$ cat config.mk
export PLATFORM = sky130hd
export DESIGN_NAME = winnowing_window_min_fingerprint_top_flat
export DESIGN_NICKNAME = d
export VERILOG_FILES = /design/src/hw/rtl/wwmf_pkg.sv /design/src/hw/rtl/wwmf_in_if.sv /design/src/hw/rtl/wwmf_out_if.sv /design/src/hw/rtl/wwmf_cell.sv /design/src/hw/rtl/winnowing_window_min_fingerprint_top.sv /design/src/flat_wrapper.sv
export SDC_FILE = /design/constraint.sdc
export NUM_CORES = 2
export LEC_CHECK = 0
export ABC_AREA = 1
export BUFFER_PORTS_ARGS = -buffer_cell sky130_fd_sc_hd__buf_2
export CORE_ASPECT_RATIO = 1.1
export CORE_MARGIN = 8
export CORE_UTILIZATION = 40
export DETAILED_ROUTE_END_ITERATION = 12
export GPL_TIMING_DRIVEN = 1
export SYNTH_ARGS = -nofsm -noshare
export SYNTH_HDL_FRONTEND = slang
export SYNTH_SLANG_ARGS = --single-unit
$ cat constraint.sdc
create_clock -name clk -period 9.67 [get_ports clk]
set_clock_uncertainty 0.1 [all_clocks]
set_input_delay 1.4505 -clock clk [delete_from_list [all_inputs] [get_ports clk]]
set_output_delay 1.4505 -clock clk [all_outputs]
set_load 0.005 [all_outputs]
$ cat src/hw/rtl/wwmf_pkg.sv
// Shared types and constants for the winnowing window-minimum fingerprint block.
`default_nettype none

package wwmf_pkg;

    localparam int HASH_W     = 64;
    localparam int WINDOW_DEF = 16;

    typedef logic [HASH_W-1:0] hash_t;

    // Per-item control broadcast from the top level to every cell.
    typedef struct packed {
        logic take;   // an item is accepted in this cycle
        logic shift;  // the front candidate expires, so the row moves one place forward
    } wwmf_ctrl_t;

endpackage

`default_nettype wire

$ cat src/hw/rtl/wwmf_in_if.sv
// Input channel interface carrying one hash item per handshake.
`default_nettype none

interface wwmf_in_if import wwmf_pkg::*; ();

    logic  valid;
    logic  ready;
    hash_t hash_value;
    logic  last_item;

    modport source (output valid, output hash_value, output last_item, input ready);
    modport sink   (input valid, input hash_value, input last_item, output ready);

endinterface

`default_nettype wire

$ cat src/hw/rtl/wwmf_out_if.sv
// Output channel interface carrying one fingerprint item per handshake.
`default_nettype none

interface wwmf_out_if import wwmf_pkg::*; ();

    logic  valid;
    logic  ready;
    hash_t fingerprint;

    modport source (output valid, output fingerprint, input ready);
    modport sink   (input valid, input fingerprint, output ready);

endinterface

`default_nettype wire

$ cat src/hw/rtl/wwmf_cell.sv
// One deque cell: holds a candidate hash and its age, and compares it with the new hash.
`default_nettype none

module wwmf_cell import wwmf_pkg::*; #(
    parameter int AGE_W = 5
) (
    input  wire logic             clk,
    input  wire wwmf_ctrl_t       ctrl,
    input  wire hash_t            hash_value,
    input  wire logic             own_valid,
    input  wire logic             next_valid,
    input  wire hash_t            next_value,
    input  wire logic [AGE_W-1:0] next_age,
    input  wire logic             prev_keep,
    output hash_t                 value_q,
    output logic [AGE_W-1:0]      age_q,
    output hash_t                 value_s,
    output logic                  keep,
    output logic                  insert
);

    hash_t            value_reg;
    hash_t            value_next;
    logic [AGE_W-1:0] age_reg;
    logic [AGE_W-1:0] age_next;
    logic             valid_s;
    logic [AGE_W-1:0] age_s;

    // Contents after the optional forward move caused by an expiring front.
    always_comb
    begin
        valid_s = ctrl.shift ? next_valid : own_valid;
        value_s = ctrl.shift ? next_value : value_reg;
        age_s   = ctrl.shift ? next_age   : age_reg;
    end

    // Candidates are strictly increasing towards the back, so kept cells form a prefix.
    assign keep   = valid_s && (value_s < hash_value);
    assign insert = !keep && prev_keep;

    always_comb
    begin
        value_next = value_reg;
        age_next   = age_reg;
        if (ctrl.take)
        begin
            if (insert)
            begin
                value_next = hash_value;
                age_next   = AGE_W'(1);
            end
            else if (keep)
            begin
                value_next = value_s;
                age_next   = age_s + AGE_W'(1);
            end
        end
    end

    always_ff @(posedge clk)
    begin
        value_reg <= value_next;
        age_reg   <= age_next;
    end

    assign value_q = value_reg;
    assign age_q   = age_reg;

endmodule

`default_nettype wire

$ cat src/hw/rtl/winnowing_window_min_fingerprint_top.sv
// Top level of the winnowing fingerprint block: a row of deque cells plus result logic.
// Latency: a result item is presented in the cycle after the input item that causes it.
// Throughput: one input item per cycle while no result waits on a stalled sink; every cell
// tests the new hash at once, so the deque update (expire, pop, append) is combinational.
// Reset: rst_n clears the candidate count, position, last minimum and filled flag at once;
// candidate contents need no clearing because only entries below the count are ever used.
`default_nettype none

module winnowing_window_min_fingerprint_top import wwmf_pkg::*; #(
    parameter int WINDOW = WINDOW_DEF
) (
    input  wire logic   clk,
    input  wire logic   rst_n,
    wwmf_in_if.sink     in_ch,
    wwmf_out_if.source  out_ch
);

    // The count and the ages both range over 0..WINDOW.
    localparam int CNT_W = $clog2(WINDOW + 1);
    localparam int AGE_W = CNT_W;
    // The item position only matters until the first window is complete.
    localparam int POS_W = (WINDOW > 1) ? $clog2(WINDOW) : 1;

    wwmf_ctrl_t       ctrl;
    logic             take;
    logic             expire;

    logic [CNT_W-1:0] count_reg;
    logic [CNT_W-1:0] count_next;
    logic [POS_W-1:0] pos_reg;
    logic [POS_W-1:0] pos_next;
    hash_t            prev_min_reg;
    hash_t            prev_min_next;
    logic             filled_reg;
    logic             filled_next;
    logic             out_valid_reg;
    logic             out_valid_next;
    hash_t            fingerprint_reg;
    hash_t            fingerprint_next;

    logic [WINDOW-1:0] valid_vec;
    logic [WINDOW-1:0] keep_vec;
    logic [WINDOW-1:0] insert_vec;
    hash_t             value_q [WINDOW];
    logic [AGE_W-1:0]  age_q   [WINDOW];
    hash_t             front_s;
    hash_t             front;
    logic              emit;

    // The block takes a new item whenever the output register is empty or being drained,
    // so a result holds back the next item only while the sink is not ready to take it.
    assign in_ch.ready = !out_valid_reg || out_ch.ready;
    assign take        = in_ch.valid && in_ch.ready;

    // Only the front candidate can be a full window old: positions in the deque strictly
    // increase and the front is checked on every item.
    assign expire     = (count_reg != '0) && (age_q[0] >= AGE_W'(WINDOW));
    assign ctrl.take  = take;
    assign ctrl.shift = expire;

    // The count register is the deque's fill level; each cell below it holds a candidate.
    always_comb
    begin
        for (int i = 0; i < WINDOW; i++)
        begin
            valid_vec[i] = CNT_W'(i) < count_reg;
        end
    end

    // The row of cells. Each cell looks at its back neighbour for the forward move and at
    // its front neighbour's keep flag to know whether the new hash lands in it.
    for (genvar g = 0; g < WINDOW; g++)
    begin : g_cell
        logic             nb_valid;
        hash_t            nb_value;
        logic [AGE_W-1:0] nb_age;
        logic             pk;

        if (g == WINDOW - 1)
        begin : g_tail
            assign nb_valid = 1'b0;
            assign nb_value = '0;
            assign nb_age   = '0;
        end
        else
        begin : g_mid
            assign nb_valid = valid_vec[g+1];
            assign nb_value = value_q[g+1];
            assign nb_age   = age_q[g+1];
        end

        if (g == 0)
        begin : g_head
            assign pk = 1'b1;
            wwmf_cell #(
                .AGE_W (AGE_W)
            ) u_cell (
                .clk        (clk),
                .ctrl       (ctrl),
                .hash_value (in_ch.hash_value),
                .own_valid  (valid_vec[g]),
                .next_valid (nb_valid),
                .next_value (nb_value),
                .next_age   (nb_age),
                .prev_keep  (pk),
                .value_q    (value_q[g]),
                .age_q      (age_q[g]),
                .value_s    (front_s),
                .keep       (keep_vec[g]),
                .insert     (insert_vec[g])
            );
        end
        else
        begin : g_body
            assign pk = keep_vec[g-1];
            wwmf_cell #(
                .AGE_W (AGE_W)
            ) u_cell (
                .clk        (clk),
                .ctrl       (ctrl),
                .hash_value (in_ch.hash_value),
                .own_valid  (valid_vec[g]),
                .next_valid (nb_valid),
                .next_value (nb_value),
                .next_age   (nb_age),
                .prev_keep  (pk),
                .value_q    (value_q[g]),
                .age_q      (age_q[g]),
                .value_s    (),
                .keep       (keep_vec[g]),
                .insert     (insert_vec[g])
            );
        end
    end

    // The window minimum after this item: the surviving front, or the new hash itself.
    assign front = keep_vec[0] ? front_s : in_ch.hash_value;

    // New fill level: one past the cell that receives the new hash.
    always_comb
    begin
        count_next = '0;
        for (int i = 0; i < WINDOW; i++)
        begin
            count_next = count_next | (insert_vec[i] ? CNT_W'(i + 1) : '0);
        end
    end

    always_comb
    begin
        emit          = 1'b0;
        prev_min_next = prev_min_reg;
        filled_next   = filled_reg;
        pos_next      = pos_reg;
        if (!filled_reg)
        begin
            if (pos_reg == POS_W'(WINDOW - 1))
            begin
                // First full window: report its minimum even on a last item.
                filled_next   = 1'b1;
                prev_min_next = front;
                emit          = 1'b1;
            end
            else
            begin
                // A short sequence reports the minimum of what it has seen.
                emit     = in_ch.last_item;
                pos_next = pos_reg + POS_W'(1);
            end
        end
        else if (front != prev_min_reg)
        begin
            prev_min_next = front;
            emit          = 1'b1;
        end
    end

    // Output register: loaded by a reporting item, emptied when the sink takes it.
    always_comb
    begin
        out_valid_next   = out_valid_reg && !out_ch.ready;
        fingerprint_next = fingerprint_reg;
        if (take && emit)
        begin
            out_valid_next   = 1'b1;
            fingerprint_next = front;
        end
    end

    always_ff @(posedge clk or negedge rst_n)
    begin
        if (!rst_n)
        begin
            count_reg     <= '0;
            pos_reg       <= '0;
            prev_min_reg  <= '0;
            filled_reg    <= 1'b0;
            out_valid_reg <= 1'b0;
        end
        else
        begin
            out_valid_reg <= out_valid_next;
            if (take)
            begin
                if (in_ch.last_item)
                begin
                    // The end of a sequence returns the deque to its starting state.
                    count_reg    <= '0;
                    pos_reg      <= '0;
                    prev_min_reg <= '0;
                    filled_reg   <= 1'b0;
                end
                else
                begin
                    count_reg    <= count_next;
                    pos_reg      <= pos_next;
                    prev_min_reg <= prev_min_next;
                    filled_reg   <= filled_next;
                end
            end
        end
    end

    always_ff @(posedge clk)
    begin
        fingerprint_reg <= fingerprint_next;
    end

    assign out_ch.valid       = out_valid_reg;
    assign out_ch.fingerprint = fingerprint_reg;

    // Exactly one cell takes the new hash on every accepted item.
    a_one_insert : assert property (@(posedge clk) disable iff (!rst_n)
        take |-> $onehot(insert_vec))
        else $error("new hash not placed in exactly one cell");

    // The deque never holds more candidates than the window is long.
    a_count_bound : assert property (@(posedge clk) disable iff (!rst_n)
        count_reg <= CNT_W'(WINDOW))
        else $error("candidate count beyond window");

    // A last item leaves the block empty for the next sequence.
    a_last_clears : assert property (@(posedge clk) disable iff (!rst_n)
        (take && in_ch.last_item) |=> (count_reg == '0) && !filled_reg && (pos_reg == '0))
        else $error("state not cleared after last item");

    // A result is never overwritten before the sink has taken it.
    a_no_overrun : assert property (@(posedge clk) disable iff (!rst_n)
        (out_valid_reg && !out_ch.ready) |=> out_valid_reg && $stable(fingerprint_reg))
        else $error("pending result lost");

endmodule

`default_nettype wire
$ cat src/flat_wrapper.sv
// flat-port wrapper written by rule: the top's interface ports become plain ports
module winnowing_window_min_fingerprint_top_flat import wwmf_pkg::*;
#(
    parameter int WINDOW = WINDOW_DEF
)
  (clk, rst_n, in_ch_valid, in_ch_hash_value, in_ch_last_item, in_ch_ready, out_ch_valid, out_ch_fingerprint, out_ch_ready);
  wwmf_in_if in_ch_i ();
  wwmf_out_if out_ch_i ();
  input  wire logic clk;
  input  wire logic rst_n;
  input wire logic [$bits(in_ch_i.valid)-1:0] in_ch_valid;
  input wire logic [$bits(in_ch_i.hash_value)-1:0] in_ch_hash_value;
  input wire logic [$bits(in_ch_i.last_item)-1:0] in_ch_last_item;
  output wire logic [$bits(in_ch_i.ready)-1:0] in_ch_ready;
  output wire logic [$bits(out_ch_i.valid)-1:0] out_ch_valid;
  output wire logic [$bits(out_ch_i.fingerprint)-1:0] out_ch_fingerprint;
  input wire logic [$bits(out_ch_i.ready)-1:0] out_ch_ready;
  assign in_ch_i.valid = in_ch_valid;
  assign in_ch_i.hash_value = in_ch_hash_value;
  assign in_ch_i.last_item = in_ch_last_item;
  assign in_ch_ready = in_ch_i.ready;
  assign out_ch_valid = out_ch_i.valid;
  assign out_ch_fingerprint = out_ch_i.fingerprint;
  assign out_ch_i.ready = out_ch_ready;
  winnowing_window_min_fingerprint_top #(.WINDOW(WINDOW)) u_core (.clk(clk), .rst_n(rst_n), .in_ch(in_ch_i), .out_ch(out_ch_i));
endmodule
# --- After elaboration in Yosys (flattened, before gate mapping) ---
# Cells that the tools add are included.
totals:
  reg_bits: 1243
  inputBits: 69
  out_inout_bits: 66
  word_cells: 320
classes:
  add_sub_neg: 17
  order_cmp: 33
  n_eq_ne: 5
  n_mux: 125
  n_bitwise: 15
  reduce_logical: 87
ops:
  columns: ["cell", "count"]
  rows:
  - ["64-bit 2-to-1 mux", 51]
  - ["64-bit less-than comparator", 16]
  - ["5-bit 2-to-1 mux", 33]
  - ["5-bit by 1-bit adder with 5-bit output, second input constant", 16]
  - ["5-bit OR", 15]
  - ["64-bit != test", 1]
  - ["4-bit 2-to-1 mux", 11]
  - ["4-bit by 5-bit less-than comparator with 1-bit output, first input constant", 8]
  - ["1-bit logical AND", 35]
  - ["2-bit AND reduction", 15]
  - ["2-bit nonzero test", 15]
  - ["1-bit 2-to-1 mux", 24]
  - ["3-bit by 5-bit less-than comparator with 1-bit output, first input constant", 4]
  - ["1-bit zero test", 17]
  - ["3-bit 2-to-1 mux", 4]
  - ["1-bit by 5-bit less-than comparator with 1-bit output, first input constant", 2]
  - ["2-bit by 5-bit less-than comparator with 1-bit output, first input constant", 2]
  - ["3-bit AND reduction", 2]
  - ["5-bit greater-or-equal comparator, second input constant", 1]
  - ["5-bit nonzero test", 1]
  - ["4-bit by 1-bit adder with 4-bit output, second input constant", 1]
  - ["4-bit equality test, second input constant", 1]
  - ["2-bit 2-to-1 mux", 2]
  - ["2-bit != test, second input constant", 2]
  - ["3 further kinds", 3]

# --- Longest topological paths before layout ---
logic_depth:
  word_depth: 24
  depth_mapped: 37
  depth_no_buf: 33

# --- By module ---
# Synthesis repeated with hierarchy kept, for this count alone.
hier_totals:
  cells_unflattened: 13513
  area_unflattened_um2: 97348.4
by_module_without_submodules:
  columns: ["module", "instances", "cells_each", "area_each_um2", "seq_area_each_um2"]
  rows:
  - ["wwmf_cell (u_core.g_cell[13].g_body.u_cell ...)", 7, 773, 5581.6, 2072.0]
  - ["wwmf_cell (u_core.g_cell[0].g_head.u_cell ...)", 5, 779, 5596.6, 2072.0]
  - ["winnowing_window_min_fingerprint_top", 1, 1110, 7972.6, 3798.6]
  - ["wwmf_cell (u_core.g_cell[8].g_body.u_cell)", 1, 776, 5597.9, 2072.0]
  - ["wwmf_cell (u_core.g_cell[7].g_body.u_cell)", 1, 774, 5585.4, 2072.0]
  - ["wwmf_cell (u_core.g_cell[9].g_body.u_cell)", 1, 775, 5576.6, 2072.0]
  - ["wwmf_cell (u_core.g_cell[12].g_body.u_cell)", 1, 772, 5561.6, 2072.0]

# --- Worst setup path before layout ---
# Ideal clock, no wire load.
synth_path:
  kind: "register to register"
  startpoint: "register u_core.count_reg[0]"
  endpoint: "register u_core.g_cell[2].g_body.u_cell.age_reg[0], enable pin"
  setup_time_ns: 0.519
  arrival_ns: 7.247
  t_required_ns: 9.051
  path_slack_ns: 1.804
  stages_incl_launch_ff: 22
  n_path_buf: 7
  period_less_slack_ns: 7.866
  cell_sequence: "dfrtp_1 buf_2 inv_1 nand3_2 nand2_2 inv_2 clkbuf_1 buf_2 buf_2 clkbuf_1 clkbuf_1 clkbuf_1 nand2_1 nand2_1 ha_1 a21oi_1 nor2_1 a2111oi_0 o221ai_1 a2111oi_0 nand2_1 a21oi_1"
synth_via:
  elab_chain_len: 9
  word_cells_on_any_way: 17
  cone_classes: "order compare (5); mux (4); reduce/logical (8)"
synth_rtl:
  columns: ["element", "line_no", "rtl"]
  rows:
  - ["from (decl)", "winnowing_window_min_fingerprint_top.sv:28", "logic [CNT_W-1:0] count_reg;"]
  - ["from (signal assigned)", "winnowing_window_min_fingerprint_top.sv:215", "count_reg <= count_next;"]
  - ["5-bit nonzero test", "winnowing_window_min_fingerprint_top.sv:57", "assign expire = (count_reg != '0) && (age_q[0] >= AGE_W'(WINDOW));"]
  - ["1-bit logical AND", "winnowing_window_min_fingerprint_top.sv:57", null]
  - ["64-bit 2-to-1 mux", "wwmf_cell.sv:33", "value_s = ctrl.shift ? next_value : value_reg;"]
  - ["64-bit less-than comparator", "wwmf_cell.sv:38", "assign keep = valid_s && (value_s < hash_value);"]
  - ["1-bit logical AND", "wwmf_cell.sv:38", null]
  - ["1-bit zero test", "wwmf_cell.sv:39", "assign insert = !keep && prev_keep;"]
  - ["1-bit logical AND", "wwmf_cell.sv:39", null]
  - ["2-bit nonzero test (no line) *", null, null]
  - ["2-bit AND reduction (no line) *", null, null]
  - ["to (signal assigned)", "wwmf_cell.sv:63", "age_reg <= age_next;"]
  - ["to (decl)", "wwmf_cell.sv:24", "logic [AGE_W-1:0] age_reg;"]
# Mark *: on every way between the ends. The rest lies on a longest branch, timed or not.
# A chain may end at the register's enable or synchronous reset.

# --- Final worst setup path ---
layout_path:
  startpoint: "register u_core.count_reg[4]"
  endpoint: "register u_core.prev_min_reg[12]"
layout_via:
  elab_chain_len: 9
  word_cells_on_any_way: 16
  cone_classes: "order compare (3); eq/ne (2); mux (7); reduce/logical (4)"
layout_rtl:
  columns: ["element", "line_no", "rtl"]
  rows:
  - ["5-bit nonzero test", "winnowing_window_min_fingerprint_top.sv:57", null]
  - ["1-bit logical AND", "winnowing_window_min_fingerprint_top.sv:57", null]
  - ["64-bit 2-to-1 mux", "wwmf_cell.sv:33", null]
  - ["64-bit less-than comparator", "wwmf_cell.sv:38", null]
  - ["1-bit logical AND", "wwmf_cell.sv:38", null]
  - ["64-bit 2-to-1 mux *", "winnowing_window_min_fingerprint_top.sv:137", "assign front = keep_vec[0] ? front_s : in_ch.hash_value;"]
  - ["64-bit != test, or another cell as far along", "winnowing_window_min_fingerprint_top.sv:171", "else if (front != prev_min_reg)"]
  - ["3-bit != test (no line) / 64-bit 2-to-1 mux (equally long branches)", null, null]
  - ["3-bit AND reduction (no line) / 64-bit 2-to-1 mux (equally long branches)", null, null]
  - ["to (signal assigned)", "winnowing_window_min_fingerprint_top.sv:217", "prev_min_reg <= prev_min_next;"]
  - ["to (decl)", "winnowing_window_min_fingerprint_top.sv:32", "hash_t prev_min_reg;"]
# Mark *: on every way between the ends. The rest lies on a longest branch, timed or not. The select of a mux whose other input is x is not followed.

==> metrics.md <==
| Metric | Value |
|---|---|
| Status | `completed` |
| RR Startpoint | `u_core.count_reg[4]$_DFFE_PN0P_` |
| Height of the die | `502.6 microns` |
| Tightest Pin Transition | `1.250 ns` |
| Post-cts gate resize count | `0` |
| Area leader, netlist | `edfxtp_1` |
| Total gr overflow | `0` |
| Final Hold Vio Count | `0` |
| Die X | `458.3 microns` |
| Hold Path Class | `register to register` |
| Required time worst endpoint | `10.31 ns` |
| Row count | `178` |
| R2R cell count | `32` |
| Main synth FF type | `edfxtp_1` |
| CTS tree | `yes` |
| Max-slew headroom | `16.48%` |
| Final setup violation count | `0` |
| Final period utilization | `92.69%` |
| CTS Buffer Depth | `3` |
| Synthesized flop and latch total | `1243` |
| Distinct cells, synth | `58` |
| Routed WL per cell | `20.35 microns` |
| Syn nets | `11600` |
| Psw | `15.66 mW` |
| Slew Viols, Final | `0` |
| Crit. End Element | `register` |
| PnR Total Power | `34.20 mW` |
| First DRT Iteration DRCs | `6167` |
| Top cells by count, synth | `nand2_1, o21ai_0, edfxtp_1` |
| Htree depth | `4` |
| Most frequent CP cell | `nand2_1` |
| Maximum VDD drop | `0.2392 mV` |
| Critical path fanouts, max | `80` |
| Clock Pin Slew Worst Setup and Hold Paths | `0.06 ns` |
| Flop pwr share | `31.0%` |
| Core Region | `214000 sq um` |
| Pwr dens | `361.7 nW/um^2` |
| Reg2Reg Setup Slack | `0.71 ns` |
| IO Port Bufs | `134` |
| CTS Buf Count | `148` |
| Vias | `74530` |
| Largest net degree at the start of global routing | `203` |
| Routed vias/inst | `5.566` |
| Min Clock Period, post-route | `8.963 ns` |
| Vias in the first global route | `72910` |
| Max Fclk | `111.6 MHz` |
| Clock share of power | `16.4%` |
| Area delta synth->final | `9.808%` |
| Largest register FFs | `960` |
| Layout cells sized above 1 | `5.320%` |
| CP Launch Type | `register` |
| NumNets Final | `11490` |
| Sequential fraction of the synthesis area | `42.92%` |
| Clock root buffer | `clkbuf_16` |
| Max-cap check violation count | `0` |
| RSZ-0062 raised after global routing | `no` |
| I/O pin cnt | `135` |
| Yosys Warn Count | `0` |
| Hold Buf Count CTS | `0` |
| Drt pass-1 iters | `6` |
| Total Routing Usage GR | `22.96%` |
| Sw Ratio | `45.79%` |
| Antenna violations before repair | `9` |
| Starting Density | `40.23%` |
| Crit-path slowest cell | `nor4_1` |
| Setup CP Type | `register to register` |
| Synthesized area | `86100 sq um` |
| DRC violations left | `0` |
| Post-synth EDFFs | `1168` |
| Final wirelength | `272500 microns` |
| Combinational cell fraction of total power | `52.6%` |
| Pleak | `41.86 nW` |
| Hold WS | `0.4015 ns` |
| Worst-Skew Late Latency | `0.81 ns` |
| R2R Path End | `u_core.prev_min_reg[12]$_DFFE_PN0P_` |
| Top-count cell post-synth | `nand2_1` |
| ANT nets after route | `0` |
| Final RePlAce weighted congestion | `0.8964` |
| Syn_area_per_cell | `8.193 sq um` |
| First-pass GRT wire length | `422600 microns` |
| Worst EP arrival | `9.60 ns` |
| Crit-path max cell delay | `0.80 ns` |
| Synth top area cells | `edfxtp_1, ha_1, nand2_1, o21ai_0, inv_1` |
| Power Internal | `18.54 mW` |
| Min-Delay Startpoint | `u_core.prev_min_reg[20]$_DFFE_PN0P_` |
| Crit path capture | `u_core.prev_min_reg[12]$_DFFE_PN0P_` |
| Number of setup buffers added after CTS | `0` |
| Asr flop ratio synth | `6.034%` |
| Setup_tns | `0 ns` |
| Final HPWL from detailed placement | `195500 microns` |
| Clk sinks | `1243` |
| Post-synth top area share | `40.74%` |
| Post-Route Utilization | `44.17%` |
| DIE AREA | `230400 sq um` |
| Worst Setup SP | `u_core.count_reg[4]$_DFFE_PN0P_` |
| Gate Count Post-Synth | `10510` |
cell families (layout without fill, tap and decap cells):
kind of cell	Yosys count	count (layout)	synth area share [%]
and+or+nand+nor	4209	4209	19.49
AOI/OAI and AO/OA	2638	2638	16.03
buffers and inverters	1332	1331	6.001
DFF	1243	1243	42.92
adders and majority gates	1025	1025	14.90
xor gates and xnor gates	33	33	0.3357
muxes	28	28	0.3255
other	0	3	0
cell type report:
| type | count | area [sq um] |
|---|---|---|
| fillers | 21090 | 119500 |
| multi-input cells | 7933 | 44290 |
| flip-flops and latches | 1243 | 36950 |
| clock buffers | 199 | 4071 |
| well taps | 2880 | 3603 |
| inverters | 769 | 2899 |
| repair buffers | 297 | 2097 |
| clock inverters | 66 | 620.6 |
| diodes | 3 | 7.507 |
power by group through the flow:
| stage | clock [mW] | sequential (mW) | combinational, mW |
|---|---|---|---|
| 6_report | 5.60 | 10.6 | 18.0 |
| 2_1_floorplan | 0 | 10.4 | 13.1 |
| 4_1_cts | 5.70 | 10.6 | 18.0 |
| 3_5_place_dp | 0 | 10.7 | 17.9 |
| 5_1_grt | 5.87 | 10.8 | 20.8 |
| 3_3_place_gp | 0 | 10.7 | 17.4 |
routing by layer:
layer / up-vias / global-route usage, % / part of all wire, %
met5: - / 0 / 0.020
met4: 8 / 9.976 / 4.8
met3: 487 / 2.934 / 5.6
met2: 2221 / 39.62 / 48
met1: 35620 / 28.96 / 42
li1: 36200 / - / -
critical path: cells and delay by family (launching register included):
family | cells | cell delay (ns)
adder cells (fa/ha/maj) | 1 | 0.30
flip-flops | 1 | 0.44
AO/OA/AOI/OAI | 1 | 0.10
buffers and inverters | 6 | 1.71
AND/OR/NAND/NOR | 24 | 6.09
through the flow:
stage | instance area [sq um] | std cells | worst slack, ns
final | 94540 | 13390 | 0.7065
after global routing | 94530 | 13390 | 0.2167
after CTS | 94530 | 13390 | 0.8295
after detailed placement | 89840 | 13120 | 0.8672
after global placement | 89840 | 13120 | 0.9865
after floorplan | 86100 | 10510 | 1.804
worst min-delay path by stage:
stage / end / depth (start not counted)
2_1_floorplan: u_core.prev_min_reg[29]$_DFFE_PN0P_ / 2
3_5_place_dp: u_core.prev_min_reg[0]$_DFFE_PN0P_ / 2
3_3_place_gp: u_core.prev_min_reg[39]$_DFFE_PN0P_ / 2
5_1_grt: u_core.prev_min_reg[46]$_DFFE_PN0P_ / 2
4_1_cts: u_core.prev_min_reg[0]$_DFFE_PN0P_ / 2
6_report: u_core.prev_min_reg[20]$_DFFE_PN0P_ / 2
cell usage in the layout, fill, tap and decap left out, types with 71 or more instances in the layout:
cell	count
buf_4	148
nand3_1	307
inv_1	763
a21oi_1	518
nor2_1	315
clkbuf_16	153
a211oi_1	71
ha_1	1025
o21ai_0	1895
dfrtp_1	75
edfxtp_1	1168
buf_2	133
nand2_1	3333
nand4_1	96
Power figures use the tool's default switching activity.
